==> src/hw/rtl/fpmd_pkg.sv <==
package fpmd_pkg;

    localparam int DATA_W      = 32;
    localparam int MAG_W       = DATA_W + 1;
    localparam int GUARD_SHIFT = 14;

    typedef enum logic {
        KIND_MUL = 1'b0,
        KIND_DIV = 1'b1
    } t_kind;

    // One item as it moves through the guard and quotient stages. For a
    // multiply, q already holds the finished product and the rest is idle.
    typedef struct packed {
        t_kind              kind;
        logic               sat;
        logic               neg;
        logic [MAG_W-1:0]   ma;
        logic [MAG_W-1:0]   mb;
        logic [MAG_W-1:0]   rem;
        logic [DATA_W-1:0]  q;
    } t_stage;

    localparam logic [DATA_W-1:0] SAT_POS = {1'b0, {(DATA_W-1){1'b1}}};
    localparam logic [DATA_W-1:0] SAT_NEG = {1'b1, {(DATA_W-1){1'b0}}};

endpackage

==> src/hw/rtl/fpmd_div_step.sv <==
// One restoring-division stage: brings in one dividend bit and settles one
// quotient bit. Multiplies and saturated divides pass through unchanged.
module fpmd_div_step #(
    parameter int FRAC_BITS = 16,
    parameter int BIT_POS   = 0
) (
    input  logic            i_clk,
    input  logic            i_rst_n,
    input  logic            i_load,
    input  logic            i_vld,
    input  fpmd_pkg::t_stage i_st,
    output logic            o_vld,
    output fpmd_pkg::t_stage o_st
);

    localparam bit TAKES_A = (BIT_POS >= FRAC_BITS);
    localparam int A_IDX   = TAKES_A ? (BIT_POS - FRAC_BITS) : 0;

    logic                           r_vld;
    fpmd_pkg::t_stage               r_st;
    fpmd_pkg::t_stage               n_st;
    logic                           w_nbit;
    logic [fpmd_pkg::MAG_W:0]       w_trial;
    logic [fpmd_pkg::MAG_W:0]       w_diff;
    logic                           w_ge;

    assign w_nbit  = TAKES_A ? i_st.ma[A_IDX] : 1'b0;
    assign w_trial = {i_st.rem, w_nbit};
    assign w_diff  = w_trial - {1'b0, i_st.mb};
    assign w_ge    = (w_trial >= {1'b0, i_st.mb});

    always_comb begin
        n_st = i_st;
        if (i_st.kind == fpmd_pkg::KIND_DIV && !i_st.sat) begin
            n_st.rem = w_ge ? w_diff[fpmd_pkg::MAG_W-1:0] : w_trial[fpmd_pkg::MAG_W-1:0];
            n_st.q   = {i_st.q[fpmd_pkg::DATA_W-2:0], w_ge};
        end
    end

    always_ff @(posedge i_clk) begin
        if (!i_rst_n) begin
            r_vld <= 1'b0;
        end else if (i_load) begin
            r_vld <= i_vld;
        end
    end

    always_ff @(posedge i_clk) begin
        if (i_load) begin
            r_st <= n_st;
        end
    end

    assign o_vld = r_vld;
    assign o_st  = r_st;

endmodule

==> config.mk <==
export PLATFORM = sky130hd
export DESIGN_NAME = fpmd_div_step
export DESIGN_NICKNAME = d
export VERILOG_FILES = /design/src/hw/rtl/fpmd_pkg.sv /design/src/hw/rtl/fpmd_div_step.sv
export SDC_FILE = /design/constraint.sdc
export NUM_CORES = 1
export LEC_CHECK = 0
export ABC_AREA = 1
export BUFFER_PORTS_ARGS = -buffer_cell sky130_fd_sc_hd__buf_2
export CORE_MARGIN = 2
export CORE_UTILIZATION = 46
export CTS_CLUSTER_DIAMETER = 50
export CTS_CLUSTER_SIZE = 24
export DETAILED_ROUTE_END_ITERATION = 10
export PLACE_DENSITY_LB_ADDON = 0.25
export RECOVER_POWER = 25
export SLEW_MARGIN = 10
export SYNTH_ARGS = -nofsm -noshare
export SYNTH_HDL_FRONTEND = slang
export SYNTH_SLANG_ARGS = --single-unit
export TNS_END_PERCENT = 20
==> constraint.sdc <==
create_clock -name i_clk -period 1.95 [get_ports i_clk]
set_input_delay 0.2925 -clock i_clk [delete_from_list [all_inputs] [get_ports i_clk]]
set_output_delay 0.2925 -clock i_clk [all_outputs]
set_load 0.005 [all_outputs]
## Word-level counts from Yosys, hierarchy flattened

Cells that the tools add are included.

- Word-level logic and storage cells: 14
- Register bits: 135

- $lt $le $gt $ge: 1
- Reduce and logical (&&, ||, !) cells: 2
- Multiplexer cells: 2
- Add/sub/neg operators: 1

Operators with widths:

| cell | count |
|---|---|
| $mux 65 | 1 |
| $ge 34x33->1 | 1 |
| $mux 33 | 1 |
| $sub 33x33->33 | 1 |
| $logic_and 1x1->1 | 1 |
| $logic_not 1->1 | 1 |

## Longest topological paths before layout

- Depth after elaboration: 3
- Depth in mapped cells: 16

## Worst setup path after synthesis

No wires, ideal clock.

- Path type: in2reg
- Start: input i_st[86] (netlist name)
- End: register r_st, in the netlist o_st[47] (data pin)
- Setup time: 257 ps
- Path slack: -36 ps
- Stages on the path: 15
- Required time: 1693 ps
- Arrival: 1729 ps
- Cell sequence: inv_1 -> ha_1 -> nand2_2 -> inv_2 -> nand2_1 -> nand2_1 -> nand2_1 -> nand2_1 -> nand2_1 -> nand3_2 -> nor2_8 -> buf_4 -> nand3_1 -> nand3_1 -> o21ai_2

RTL lines:

| item | RTL line | text |
|---|---|---|
| start, declared | fpmd_div_step.sv:11 | `input fpmd_pkg::t_stage i_st,` |
| end signal, assigned | fpmd_div_step.sv:50 | `r_st <= n_st;` |
| end, declared | fpmd_div_step.sv:20 | `fpmd_pkg::t_stage r_st;` |

==> results by group <==
Critical path
  – CP cell instances: buf_2 > inv_1 > ha_4 > nand2_2 > nor2_1 > nand2_2 > nor3_4 > nand2_4 > nand2_8 > buf_12 > nand2_1 > nand3_1 > o21ai_2
  – Slowest cell on the critical path: ha_4
  – WS Path Type: in -> reg
  – Most frequent CP cell: nand2_2
  – Reg-to-reg startpoint: o_vld$_SDFFE_PN0P_
  – CP required: 2.14 ns
  – R2R depth: 2
  – CP max stage delay: 0.29 ns
  – Launch point of the worst path: i_st[83]
  – Worst setup SP type: primary input
  – Critical path arrival: 2.03 ns
  – Setup crit end kind: register
  – CP Max Fanout: 9

Clock tree
  – Post-CTS Resized: 0
  – Root buffer cell: clkbuf_16
  – CTS Sinks: 135
  – Num CTS Buffers: 17
  – Clk Latency, worst-skew pair: 0.43 ns
  – Setup Fix Bufs, Post-CTS: 0
  – CTS Buffer Depth: 2
  – Clock tree from TritonCTS: built
  – Post-CTS Hold Buffers: 0
  – H-Tree Level Count: 4
  – Worst-path clk slew: 0.07 ns

Min path
  – Hold path start: i_st[116]
  – Hold WC Path Type: in -> reg
  – Hold depth: 1

STA
  – Slew @ Worst Pin: 1.43 ns
  – Clock Skews: 0 ns
  – Final Cycle Share: 0.945
  – Endpoints failing setup: 0
  – Slew Viols, Final: 0
  – Final Hold Fails: 0
  – Fin Hold WS: 0.0347 ns
  – Fmax: 0.543 GHz
  – Final min period: 1.84 ns
  – RSZ-0062 raised after global routing: yes
  – Max-Slew Margin vs Limit: 0.0451

Yosys
  – Top FF cell, synth: edfxtp_1
  – Distinct cells, synth: 38
  – Register area share after synthesis: 0.500
  – Leading area contributor after synthesis: edfxtp_1
  – Post-synth EDFFs: 134
  – Yosys warning count: 0
  – Syn Nets: 1,161
  – Avg Cell Area, Syn: 8.18 um^2
  – Synthesized cell area: 8090 um^2
  – Synth area leaders: edfxtp_1 50%, nand2_1 18%, inv_1 7.4%
  – Post-synthesis cell count: 989
  – Share of the synthesized area in the top cell type: 0.497
  – Asr flop ratio synth: 0
  – Flops & latches, synth: 135

Final layout
  – Final net count: 1,568
  – Layout cells sized above 1: 0.361
  – Multi-input logic area: 3590 um^2
  – Fill cells: 1,429
  – Flip-flop and latch area: 4040 um^2
  – Post-Layout Inst Area: 11,700 um^2
  – Layout area overhead: 44.3%
  – Final Core Density: 0.677

Global routing
  – Number of global-route vias before repair: 7,541
  – Initial antenna violation count: 1
  – First-pass GRT wire length: 37,200 um
  – GR Overflow Total: 0
  – Largest net degree at the start of global routing: 43
  – Total track usage: 0.262

Floorplanning
  – DIE AREA: 18,700 um^2
  – Chip height: 137 um
  – Ports: 273
  – Row count: 48
  – Starting Density: 0.469
  – DIE WIDTH: 137 um
  – Core ar.: 17,200 um^2

Detailed routing
  – DRT iter0 DRCs: 556
  – Via-to-Cell Ratio: 4.86
  – Avg WL per Cell: 15.2 um
  – DRT Wirelength: 24,800 um
  – DRT antenna net count: 0
  – DRC Markers: 0
  – Initial DRT Pass Iterations: 5
  – Via count: 7,942

Placed design
  – GP Congestion: 0.976
  – DP Area: 10,900 um^2
  – Input/output buffers: 272
  – Hpwl dp: 19,300 um

Pwr
  – Pleak: 6.02 nW
  – Total power: 0.00914 W
  – Power Density: 783 nW/um^2
  – VDD IR max: 0.596 mV

Job
  – Maximum Capacitance Violations: 0

Outcome
  – Outcome: complete, no violations
## routing by layer
metal  vias up  share of wire  track usage
met4         0          0.029        0.104
li1       3972              -            -
met1      3594           0.39        0.311
met3        46          0.076       0.0537
met2       330           0.50        0.463
met5         -              0            0
## cell usage in the layout, fill, tap and decap left out, drive strengths merged, types with 2 or more instances in the layout
master	instances
o21ai	22
buf	397
edfxtp	134
xnor2	13
nand3b	9
o21bai	3
clkbuf	27
or2	2
nand3	75
nand4	11
a21o	2
clkinv	2
ha	33
nor3	7
xor2	2
inv	175
and2	6
bufinv	2
nor2	51
nand2	402
a21oi	26
## final timing paths
| path | endpoint | slack [ns] |
|---|---|---|
| max | o_st[40]$_DFFE_PP_ | 0.11 |
| max reg2reg | o_vld$_SDFFE_PN0P_ | 1.31 |
| min reg2reg | o_vld$_SDFFE_PN0P_ | 0.55 |
| min | o_st[116]$_DFFE_PP_ | 0.03 |
## logic make-up (layout without fill, tap and decap cells)
| kind of cell | after synthesis | count (layout) | share of synthesized area |
|---|---|---|---|
| adder cells (fa/ha/maj) | 34 | 34 | 0.0535 |
| buffers and inverters | 185 | 605 | 0.0909 |
| other | 0 | 1 | 0 |
| flip-flops | 135 | 135 | 0.500 |
| AO/OA/AOI/OAI | 55 | 55 | 0.0421 |
| XOR/XNOR | 15 | 15 | 0.0162 |
| AND/OR/NAND/NOR | 565 | 565 | 0.297 |
## synthesized netlist by cell type (6+ instances only)
cell      count
nand2_1     393
xnor2_1      13
nor2_2        7
nor3_1        6
nand3_1      73
nor2_1       43
nand3b_1      9
a21oi_1      26
inv_1       159
clkbuf_1      8
ha_1         33
nand4_1      11
nand2_2       7
and2_1        6
edfxtp_1    134
buf_2         6
inv_2         6
o21ai_2      13
o21ai_0       8
## state kept, by name, indices dropped and copies added (netlist names)
| signal | count |
|---|---|
| o_vld | 1 |
| o_st | 134 |
## per-stage QoR
stage	TNS [ns]	std cells	setup slack, ns
6_report	0	1635	0.108
5_1_grt	-0.0493	1635	-0.0214
4_1_cts	0	1634	0.0994
3_5_place_dp	-11.10	1602	-0.379
3_3_place_gp	-9.54	1602	-0.309
2_1_floorplan	0	989	0.00399
## final cells by class
cell class	instances	area share
sequential	135	0.346
multi-input combinational	669	0.307
timing repair buffer	408	0.216
inverter	165	0.0531
clock buffer	17	0.0364
tap	225	0.0241
clock inverter	15	0.0169
antenna	1	0.000214
## worst max-delay path, delay by kind of cell
| kind | cells | cell delay (ns) |
|---|---|---|
| buffers and inverters | 3 | 0.31 |
| AOI/OAI and AO/OA | 1 | 0.06 |
| and+or+nand+nor | 8 | 1.07 |
| adders and majority gates | 1 | 0.29 |
## where the power goes
part	switching (W)	leakage (nW)	internal [W]	total [W]
logic	0.00115	4.40	0.000978	0.00213
clock network	0.00149	0.303	0.00197	0.00346
registers	0.0000637	1.32	0.00349	0.00356
total	0.00271	6.02	0.00643	0.00914
Power figures use the tool's default switching activity.
